$ cat config.mk
export PLATFORM = sky130hd
export DESIGN_NAME = subtitle_alpha_blend_yuv_core
export DESIGN_NICKNAME = d
export VERILOG_FILES = /design/src/hdl/sab_pkg.sv /design/src/hdl/subtitle_alpha_blend_yuv_core.sv /design/src/hdl/sab_rgb2yuv.sv
export SDC_FILE = /design/constraint.sdc
export NUM_CORES = 2
export LEC_CHECK = 0
export ABC_AREA = 1
export BUFFER_PORTS_ARGS = -buffer_cell sky130_fd_sc_hd__buf_2
export CAP_MARGIN = 20
export CORE_ASPECT_RATIO = 0.6
export CORE_UTILIZATION = 43
export CTS_CLUSTER_SIZE = 25
export DETAILED_ROUTE_END_ITERATION = 8
export PLACE_DENSITY = 0.55
export SLEW_MARGIN = 20
export SYNTH_ARGS = -nofsm -noshare
export SYNTH_HDL_FRONTEND = slang
export SYNTH_HIERARCHICAL = 1
export SYNTH_SLANG_ARGS = --single-unit
$ cat constraint.sdc
create_clock -name aclk -period 8.12 [get_ports aclk]
set_input_delay 0.406 -clock aclk [delete_from_list [all_inputs] [get_ports aclk]]
set_output_delay 0.406 -clock aclk [all_outputs]
set_load 0.1 [all_outputs]
$ cat src/hdl/sab_pkg.sv
`default_nettype none
// ----------------------------------------------------------------------------
// sab_pkg
// Shared widths, register indexes, color coefficients and sample types for
// the subtitle alpha blend core.
// ----------------------------------------------------------------------------
package sab_pkg;

    localparam int unsigned COORD_W    = 13;
    localparam int unsigned SAMPLE_W   = 8;
    localparam int unsigned SIZE_W     = 14;
    localparam int unsigned SHIFT_W    = 2;
    localparam int unsigned COLOR_W    = 32;
    localparam int unsigned CFG_ADDR_W = 3;
    localparam int unsigned PROD_W     = 2 * SAMPLE_W;
    localparam int unsigned CONV_W     = 18;

    // Sample lanes inside a yuv_t
    localparam int unsigned CH_Y = 0;
    localparam int unsigned CH_U = 1;
    localparam int unsigned CH_V = 2;
    localparam int unsigned NUM_CH = 3;

    typedef logic [NUM_CH-1:0][SAMPLE_W-1:0] yuv_t;

    typedef enum logic [CFG_ADDR_W-1:0] {
        REG_OVERLAY_COLOR  = 3'd0,
        REG_FRAME_WIDTH    = 3'd1,
        REG_FRAME_HEIGHT   = 3'd2,
        REG_CHROMA_SHIFT_X = 3'd3,
        REG_CHROMA_SHIFT_Y = 3'd4
    } cfg_reg_t;

    // RGB to YUV coefficients (scaled by 1024)
    localparam logic [CONV_W-1:0] K_Y_R = 18'd263;
    localparam logic [CONV_W-1:0] K_Y_G = 18'd516;
    localparam logic [CONV_W-1:0] K_Y_B = 18'd100;
    localparam logic [CONV_W-1:0] K_U_R = 18'd152;
    localparam logic [CONV_W-1:0] K_U_G = 18'd298;
    localparam logic [CONV_W-1:0] K_UV_P = 18'd450;
    localparam logic [CONV_W-1:0] K_V_G = 18'd376;
    localparam logic [CONV_W-1:0] K_V_B = 18'd73;
    localparam logic [SAMPLE_W-1:0] Y_OFFSET = 8'd16;
    // 128 << 10: keeps the chroma sums nonnegative, floor shift then adds 128
    localparam logic [CONV_W-1:0] UV_BIAS = 18'd131072;

endpackage
`default_nettype wire

$ cat src/hdl/subtitle_alpha_blend_yuv_core.sv
`default_nettype none
// Three register stages (color and weight, channel products, sum and select) lie
// between an input transfer and its result on the m_ side; one pixel per clock
// while m_tready allows it, and each stage stalls only when full and blocked.
// Reset (aresetn low, synchronous) empties the pipeline and loads the
// register defaults: opaque black color, 1920x1080 frame, 4:2:0 shifts.
// ----------------------------------------------------------------------------
// subtitle_alpha_blend_yuv_core
// Blends a subtitle coverage sample of a configured overlay color into a YUV
// pixel, with frame clipping and chroma coordinate output.
// ----------------------------------------------------------------------------
module subtitle_alpha_blend_yuv_core
    import sab_pkg::*;
(
    input  wire logic                  aclk,
    input  wire logic                  aresetn,
    input  wire logic                  s_tvalid,
    output logic                       s_tready,
    // pixel_x[12:0], pixel_y[25:13], coverage[33:26], luma_in[41:34],
    // cb_in[49:42], cr_in[57:50], zero fill
    input  wire logic [63:0]           s_tdata,
    output logic                       m_tvalid,
    input  wire logic                  m_tready,
    // luma_out[7:0], cb_out[15:8], cr_out[23:16], chroma_x[36:24],
    // chroma_y[49:37], zero fill
    output logic [55:0]                m_tdata,
    // written[0]
    output logic [0:0]                 m_tuser,
    input  wire logic                  cfg_wr_en,
    input  wire logic [CFG_ADDR_W-1:0] cfg_addr,
    input  wire logic [COLOR_W-1:0]    cfg_wdata
);

    // configuration
    logic [COLOR_W-1:0] color_reg;
    logic [SIZE_W-1:0]  width_reg;
    logic [SIZE_W-1:0]  height_reg;
    logic [SHIFT_W-1:0] shift_x_reg;
    logic [SHIFT_W-1:0] shift_y_reg;

    always_ff @(posedge aclk) begin
        if (!aresetn) begin
            color_reg   <= '0;
            width_reg   <= 14'd1920;
            height_reg  <= 14'd1080;
            shift_x_reg <= 2'd1;
            shift_y_reg <= 2'd1;
        end else if (cfg_wr_en) begin
            case (cfg_reg_t'(cfg_addr))
                REG_OVERLAY_COLOR:  color_reg   <= cfg_wdata;
                REG_FRAME_WIDTH:    width_reg   <= cfg_wdata[SIZE_W-1:0];
                REG_FRAME_HEIGHT:   height_reg  <= cfg_wdata[SIZE_W-1:0];
                REG_CHROMA_SHIFT_X: shift_x_reg <= cfg_wdata[SHIFT_W-1:0];
                REG_CHROMA_SHIFT_Y: shift_y_reg <= cfg_wdata[SHIFT_W-1:0];
                default: ;
            endcase
        end
    end

    // stage enables
    logic v1_reg, v2_reg, v3_reg;
    logic en1, en2, en3;

    assign en3      = !v3_reg || m_tready;
    assign en2      = !v2_reg || en3;
    assign en1      = !v1_reg || en2;
    assign s_tready = en1;

    // stage 1: clip test, coordinates, weight, overlay color
    logic [COORD_W-1:0]  px, py;
    logic [SAMPLE_W-1:0] cov;
    yuv_t                old_next;
    yuv_t                col_next;
    logic                inside_next;
    logic [PROD_W-1:0]   k_prod;
    logic [SAMPLE_W-1:0] k_next;
    logic [COORD_W-1:0]  cx_next, cy_next;

    assign px            = s_tdata[12:0];
    assign py            = s_tdata[25:13];
    assign cov           = s_tdata[33:26];
    assign old_next[CH_Y] = s_tdata[41:34];
    assign old_next[CH_U] = s_tdata[49:42];
    assign old_next[CH_V] = s_tdata[57:50];

    assign inside_next = ({1'b0, px} < width_reg) && ({1'b0, py} < height_reg);
    assign cx_next     = px >> shift_x_reg;
    assign cy_next     = py >> shift_y_reg;
    assign k_prod      = PROD_W'(cov) * PROD_W'(8'd255 - color_reg[7:0]);
    assign k_next      = k_prod[15:8];

    sab_rgb2yuv u_rgb2yuv (
        .color (color_reg),
        .yuv   (col_next)
    );

    logic                inside1_reg;
    logic [COORD_W-1:0]  cx1_reg, cy1_reg;
    logic [SAMPLE_W-1:0] k1_reg;
    yuv_t                col1_reg;
    yuv_t                old1_reg;

    always_ff @(posedge aclk) begin
        if (!aresetn) begin
            v1_reg <= 1'b0;
        end else if (en1) begin
            v1_reg <= s_tvalid;
        end
        if (en1 && s_tvalid) begin
            inside1_reg <= inside_next;
            cx1_reg     <= cx_next;
            cy1_reg     <= cy_next;
            k1_reg      <= k_next;
            col1_reg    <= col_next;
            old1_reg    <= old_next;
        end
    end

    // stage 2: weighted products per channel
    logic [SAMPLE_W-1:0]           k_inv;
    logic [NUM_CH-1:0][PROD_W-1:0] pc_next, po_next;

    assign k_inv = 8'd255 - k1_reg;

    always_comb begin
        for (int ch = 0; ch < NUM_CH; ch++) begin
            pc_next[ch] = PROD_W'(k1_reg) * PROD_W'(col1_reg[ch]);
            po_next[ch] = PROD_W'(k_inv) * PROD_W'(old1_reg[ch]);
        end
    end

    logic                          inside2_reg;
    logic [COORD_W-1:0]            cx2_reg, cy2_reg;
    yuv_t                          old2_reg;
    logic [NUM_CH-1:0][PROD_W-1:0] pc2_reg, po2_reg;

    always_ff @(posedge aclk) begin
        if (!aresetn) begin
            v2_reg <= 1'b0;
        end else if (en2) begin
            v2_reg <= v1_reg;
        end
        if (en2 && v1_reg) begin
            inside2_reg <= inside1_reg;
            cx2_reg     <= cx1_reg;
            cy2_reg     <= cy1_reg;
            old2_reg    <= old1_reg;
            pc2_reg     <= pc_next;
            po2_reg     <= po_next;
        end
    end

    // stage 3: sum, scale, pass clipped pixels through
    logic [PROD_W:0] mix_sum [NUM_CH];
    yuv_t            out_next;

    always_comb begin
        for (int ch = 0; ch < NUM_CH; ch++) begin
            mix_sum[ch]  = (PROD_W + 1)'(pc2_reg[ch]) + (PROD_W + 1)'(po2_reg[ch]);
            out_next[ch] = inside2_reg ? mix_sum[ch][15:8] : old2_reg[ch];
        end
    end

    logic               written3_reg;
    logic [COORD_W-1:0] cx3_reg, cy3_reg;
    yuv_t               out3_reg;

    always_ff @(posedge aclk) begin
        if (!aresetn) begin
            v3_reg <= 1'b0;
        end else if (en3) begin
            v3_reg <= v2_reg;
        end
        if (en3 && v2_reg) begin
            written3_reg <= inside2_reg;
            cx3_reg      <= cx2_reg;
            cy3_reg      <= cy2_reg;
            out3_reg     <= out_next;
        end
    end

    assign m_tvalid = v3_reg;
    assign m_tdata  = {6'd0, cy3_reg, cx3_reg, out3_reg[CH_V], out3_reg[CH_U], out3_reg[CH_Y]};
    assign m_tuser  = written3_reg;

`ifndef NO_ASSERTIONS
    a_s1_hold: assert property (@(posedge aclk) disable iff (!aresetn)
        v1_reg && !en2 |=> v1_reg && $stable(k1_reg) && $stable(old1_reg))
        else $error("stage 1 item lost during stall");

    a_s2_hold: assert property (@(posedge aclk) disable iff (!aresetn)
        v2_reg && !en3 |=> v2_reg && $stable(pc2_reg) && $stable(old2_reg))
        else $error("stage 2 item lost during stall");

    a_full_stall: assert property (@(posedge aclk) disable iff (!aresetn)
        v1_reg && v2_reg && v3_reg && !m_tready |-> !s_tready)
        else $error("input accepted into a full stalled pipeline");

    a_clip_pass: assert property (@(posedge aclk) disable iff (!aresetn)
        v2_reg && en3 && !inside2_reg |=> out3_reg == $past(old2_reg) && !written3_reg)
        else $error("clipped pixel altered");
`endif

endmodule
`default_nettype wire

$ cat src/hdl/sab_rgb2yuv.sv
`default_nettype none
// ----------------------------------------------------------------------------
// sab_rgb2yuv
// Converts the RGBA overlay color into Y, U and V samples with the integer
// coefficient set; alpha is ignored here.
// ----------------------------------------------------------------------------
module sab_rgb2yuv
    import sab_pkg::*;
(
    input  wire logic [COLOR_W-1:0] color,
    output yuv_t                    yuv
);

    logic [CONV_W-1:0] r;
    logic [CONV_W-1:0] g;
    logic [CONV_W-1:0] b;
    logic [CONV_W-1:0] y_sum;
    logic [CONV_W-1:0] u_sum;
    logic [CONV_W-1:0] v_sum;

    assign r = CONV_W'(color[31:24]);
    assign g = CONV_W'(color[23:16]);
    assign b = CONV_W'(color[15:8]);

    // Chroma sums stay nonnegative thanks to the bias, so modular math is exact
    assign y_sum = K_Y_R * r + K_Y_G * g + K_Y_B * b;
    assign u_sum = UV_BIAS + K_UV_P * b - K_U_R * r - K_U_G * g;
    assign v_sum = UV_BIAS + K_UV_P * r - K_V_G * g - K_V_B * b;

    assign yuv[CH_Y] = y_sum[17:10] + Y_OFFSET;
    assign yuv[CH_U] = u_sum[17:10];
    assign yuv[CH_V] = v_sum[17:10];

endmodule
`default_nettype wire

# ---- Word-level counts from Yosys, hierarchy flattened
# Index checks and enable logic that the tools add are counted.
dict set report word_totals {
  regBits 348
  latch_bits 0
  ramBits 0
  romBits 0
  word_cells 93
  mem_count 0
}
dict set report op_classes {
  add_sub_neg 14
  multipliers 16
  n_div 0
  magnitude_cmp 2
  n_eq_ne 4
  shifts 2
  muxes 3
  bitwise_logic 0
  n_reduce_logical 16
}
# op n
set op_table {}
lappend op_table {{$mul A8 B8 Y16} 6}
lappend op_table {{$sub A18 B18 Y18} 4}
lappend op_table {{$mul A8 B8 Y16 const A} 4}
lappend op_table {{$add A16 B16 Y16} 3}
lappend op_table {{$add A18 B18 Y18} 2}
lappend op_table {{$add A18 B18 Y18 const A} 2}
lappend op_table {{$lt A13 B14 Y1} 2}
lappend op_table {{$mul A5 B8 Y13 const A} 2}
lappend op_table {{$shr A13 B2 Y13} 2}
lappend op_table {{$mux W8} 3}
lappend op_table {{$mul A9 B8 Y17 const A} 1}
lappend op_table {{$mul A9 B9 Y16} 1}
lappend op_table {{$mul A7 B8 Y15 const A} 1}
lappend op_table {{$mul A6 B8 Y14 const A} 1}
lappend op_table {{$reduce_and A2 Y1} 5}
lappend op_table {{$sub A8 B8 Y9 const A} 1}
lappend op_table {{$add A8 B5 Y8 const B} 1}
lappend op_table {{$sub A8 B8 Y8 const A} 1}
lappend op_table {{$eq A3 B2 Y1 const B} 2}
lappend op_table {{$logic_and A1 B1 Y1} 4}
lappend op_table {{$eq A3 B1 Y1 const B} 1}
lappend op_table {{$eq A3 B3 Y1 const B} 1}
lappend op_table {{$logic_not A1 Y1} 3}
lappend op_table {{$logic_not A3 Y1} 1}
lappend op_table {{$logic_or A1 B1 Y1} 3}

# ---- Logic depth before layout (Yosys ltp)
dict set report logic_depth {
  ltp_word 5
  ltp_mapped 29
  mapped_depth_nobuf 29
}

# ---- Cells and area by module
# Netlist, hierarchy kept.
# module instances cells_per_inst area_per_inst_um2 seq_area_each_um2
set by_module_without_submodules {}
lappend by_module_without_submodules {subtitle_alpha_blend_yuv_core 1 3496 29853.6 9779.4}
lappend by_module_without_submodules {sab_rgb2yuv 1 1283 9927.0 0.0}

# ---- Worst setup path before layout
# No wires, ideal clock.
dict set report synth_timing {
  kind {register -> register}
  from {reg color_reg[20]}
  to {reg col1_reg[22] in the netlist's numbering, data pin}
  setup_time_ns 0.252
  arrival_ns 5.762
  slack_ns 2.105
  stages_incl_launch_ff 26
  n_path_buf 0
  period_less_slack_ns 6.015
  path_cell_list {dfxtp_1 > inv_1 > fa_1 > fa_1 > fa_1 > inv_1 > ha_1 > a21oi_1 > nand2_1 > xor2_1 > ha_1 > fa_1 > inv_1 > fa_1 > inv_1 > ha_1 > inv_1 > ha_1 > nand2_1 > inv_1 > a21oi_1 > inv_1 > a211oi_2 > nand2_1 > nand2_1 > nand2_1}
}
# element line_no
set synth_rtl {}
lappend synth_rtl {{start, declared} subtitle_alpha_blend_yuv_core.sv:35} ;# logic [COLOR_W-1:0] color_reg;
lappend synth_rtl {{start signal, assigned} subtitle_alpha_blend_yuv_core.sv:50} ;# REG_OVERLAY_COLOR: color_reg <= cfg_wdata;
lappend synth_rtl {{end signal, assigned} subtitle_alpha_blend_yuv_core.sv:114} ;# col1_reg <= col_next;
lappend synth_rtl {{end, declared} subtitle_alpha_blend_yuv_core.sv:100} ;# yuv_t col1_reg;

==> impl_metrics.csv <==
group,metric,value,unit
run,cap_viol_max_count,0,
global_routing,grt_pass1_wl,160000,um
clock_network,post_cts_resize_count,0,
synthesis,synthArstFlopShare,0,%
synthesis,synth-seq-cells,348,
critical_path,worstPathArrival,7.02,ns
global_routing,globalRouteTotalUtil,21.4,%
sta,tns,0,ns
synthesis,syn-instance-count,4779,
global_routing,antenna_found_initial,0,
finish,syn2layout_area_growth,9.08,%
clock_network,cts_sinks,348,
synthesis,synth_edf_count,281,
clock_network,htreeDepth,2,
synthesis,yosys_warnings,6,
drt,m1WireLength,54800,um
finish,multiInputGateArea,0.0253,sq mm
floorplanning,fp.dieW,395,um
drt,vias_per_cell,4.79,
drt,wl_met3,5440,um
clock_network,clockRootBuffer,"clkbuf_16",
sta,drv_slew,0,
status,status,"completed",
sta,hold_violations,0,
drt,antenna_left,0,
finish,seqCellArea,0.00978,sq mm
floorplanning,initial_core_util,43.9,%
floorplanning,fp.dieArea,0.0938,sq mm
sta,worstMarginPinSlew,1.02,ns
sta,setup_viol,0,
critical_path,crit_path_start_kind,"flip-flop",
worst_hold_path,min_from,"cfg_wdata[18]",
worst_hold_path,hp-class,"primary input to flip-flop",
global_routing,grt_max_degree,65,
drt,dr.max_layer_used,"met4",
sta,maxSlewHeadroom,31.9,%
clock_network,post_cts_buffers,0,
floorplanning,die_height,238,um
finish,drive_gt1_share,5.89,%
finish,layout.nets,6001,
sta,fmax,150,MHz
clock_network,clk_pin_slew_worst_paths,0.06,ns
finish,n_fill_cell,8906,
synthesis,postSynthAreaPerCell,8.32,sq um
drt,vias,29605,
finish,mostFrequentLayoutCell,"inv_1",
critical_path,critPathLaunch,"color_reg[20]",
critical_path,required,8.47,ns
sta,period_share,82.2,%
synthesis,seq_area_frac_synth,24.6,%
synthesis,synth_cell_types,51,
placed_design,io_buffer_count,150,
sta,fin_worst_skew,0.0372,ns
placed_design,dp_hpwl,79400,um
global_routing,grt-ovfl-total,0,
placed_design,gp_congestion,0.897,
floorplanning,core-area,0.0906,sq mm
sta,rsz0062_at_grt,"no",
drt,met2_length,36500,um
drt,wire_per_inst,15.8,um
synthesis,syn_area,0.0398,sq mm
drt,finalWirelength,97700,um
drt,drt_pass1_iterations,5,
clock_network,clkLatencyLatePin,0.62,ns
drt,drt_iter0_drc,1798,
critical_path,regToRegStartpoint,"color_reg[20]",
sta,finalCriticalPeriod,6.68,ns
synthesis,synth_flop_cell,"edfxtp_1",
critical_path,end_kind,"flip-flop",
floorplanning,rows,85,
finish,final_cell_mix,"inv_1, nand2_1, ha_1",
drt,drc_errors,0,
clock_network,clk_path_buf_depth,3,
floorplanning,io_pins,163,
critical_path,critPathMaxFanout,10,
critical_path,path_class,"flip-flop to flip-flop",
clock_network,cts_tree,"done",
finish,antenna_cells,0,
global_routing,first_global_vias,29220,
clock_network,cts_buffers,38,
==> timing repair <==
| item | CTS | global route |
|---|---|---|
| setup endpoints to repair | 0 | 0 |
| hold buffers | 31 | 0 |
| hold endpoints to repair | 31 | 0 |
==> cell type report <==
type | instances | share of cell area (%)
well taps | 1218 | 3.51
clock inverters | 26 | 0.689
flip-flops and latches | 348 | 22.5
multi-input cells | 3195 | 58.3
clock buffers | 42 | 2.23
repair buffers | 208 | 2.91
inverters | 1138 | 9.86
==> critical path: stages (launching register included) <==
cell      delay, ns
dfxtp_1        0.64
inv_1          0.23
fa_1           0.61
fa_1           0.46
fa_1           0.56
inv_1          0.05
ha_1           0.37
a21oi_1        0.23
nand2_1        0.09
xor2_1         0.15
ha_1           0.30
fa_1           0.50
inv_1          0.06
fa_1           0.53
inv_1          0.04
ha_1           0.26
inv_1          0.04
ha_1           0.35
nand2_1        0.14
inv_1          0.05
a21oi_1        0.29
inv_1          0.09
a211oi_2       0.21
nand2_1        0.08
nand2_1        0.05
nand2_1        0.04
==> cell usage after synthesis (4+ instances only) <==
cell type	count	area share (%)
nor3_1	28	0.35
a21o_1	11	0.21
o21a_1	6	0.11
inv_2	17	0.16
clkbuf_1	60	0.57
o211ai_1	11	0.21
a21oi_2	10	0.22
nand2_1	985	9.3
buf_4	7	0.13
o311ai_1	4	0.088
nor4_1	5	0.079
mux2i_1	16	0.40
nand4_1	29	0.46
o21ai_2	4	0.088
xnor2_1	53	1.2
o21bai_1	22	0.42
inv_1	1120	11
ha_1	608	19
buf_2	11	0.14
fa_1	360	18
nand3_1	140	1.8
edfxtp_1	281	21
o21ai_0	68	0.86
xor2_1	92	2.0
nand2_2	6	0.094
a31oi_1	17	0.27
nand3b_1	17	0.32
buf_1	8	0.075
clkbuf_2	12	0.15
and2_1	5	0.079
nor2_1	395	3.7
buf_6	5	0.14
a21oi_1	207	2.6
a22oi_1	4	0.075
dfxtp_1	67	3.4
o21ai_1	64	0.81
==> cell families after synthesis <==
logic type	Yosys count	synth area share, %
buffers and inverters	1241	11.9
AND/OR/NAND/NOR	1622	16.4
flip-flops	348	24.6
other	1	0.00943
AO/OA/AOI/OAI	438	6.19
adder cells (fa/ha/maj)	968	37.2
XOR/XNOR	145	3.19
multiplexers	16	0.403
==> worst paths after layout <==
check | end | slack, ns | depth (start not counted)
setup / recovery | col1_reg[22] | 1.44 | 25
hold reg to reg | cx3_reg[7] | 0.42 | 0
setup reg to reg | col1_reg[22] | 1.44 | 25
hold / removal | color_reg[18] | 0.04 | 3
==> through the flow <==
step	cells	area [sq um]	setup slack, ns	utilization [%]	hold WS (ns)
2_1_floorplan	4784	39800	2.11	-	0.400
3_3_place_gp	6076	41800	1.50	46.1	0.401
3_5_place_dp	6076	41800	1.47	46.1	0.405
4_1_cts	6175	43400	1.44	47.9	0.00156
5_1_grt	6175	43400	1.08	47.9	0.0314
6_report	6175	43400	1.44	47.9	0.0375
==> routing by layer <==
metal  up-vias  track usage, %
li1      15156               -
met1     13834            35.3
met2       548            29.1
met3        67            3.44
met4         0            3.15
met5         -               0
Power is left out: the tool's default activity adds up to more than one toggle a clock period on the data nets, which glitch-free logic cannot reach.
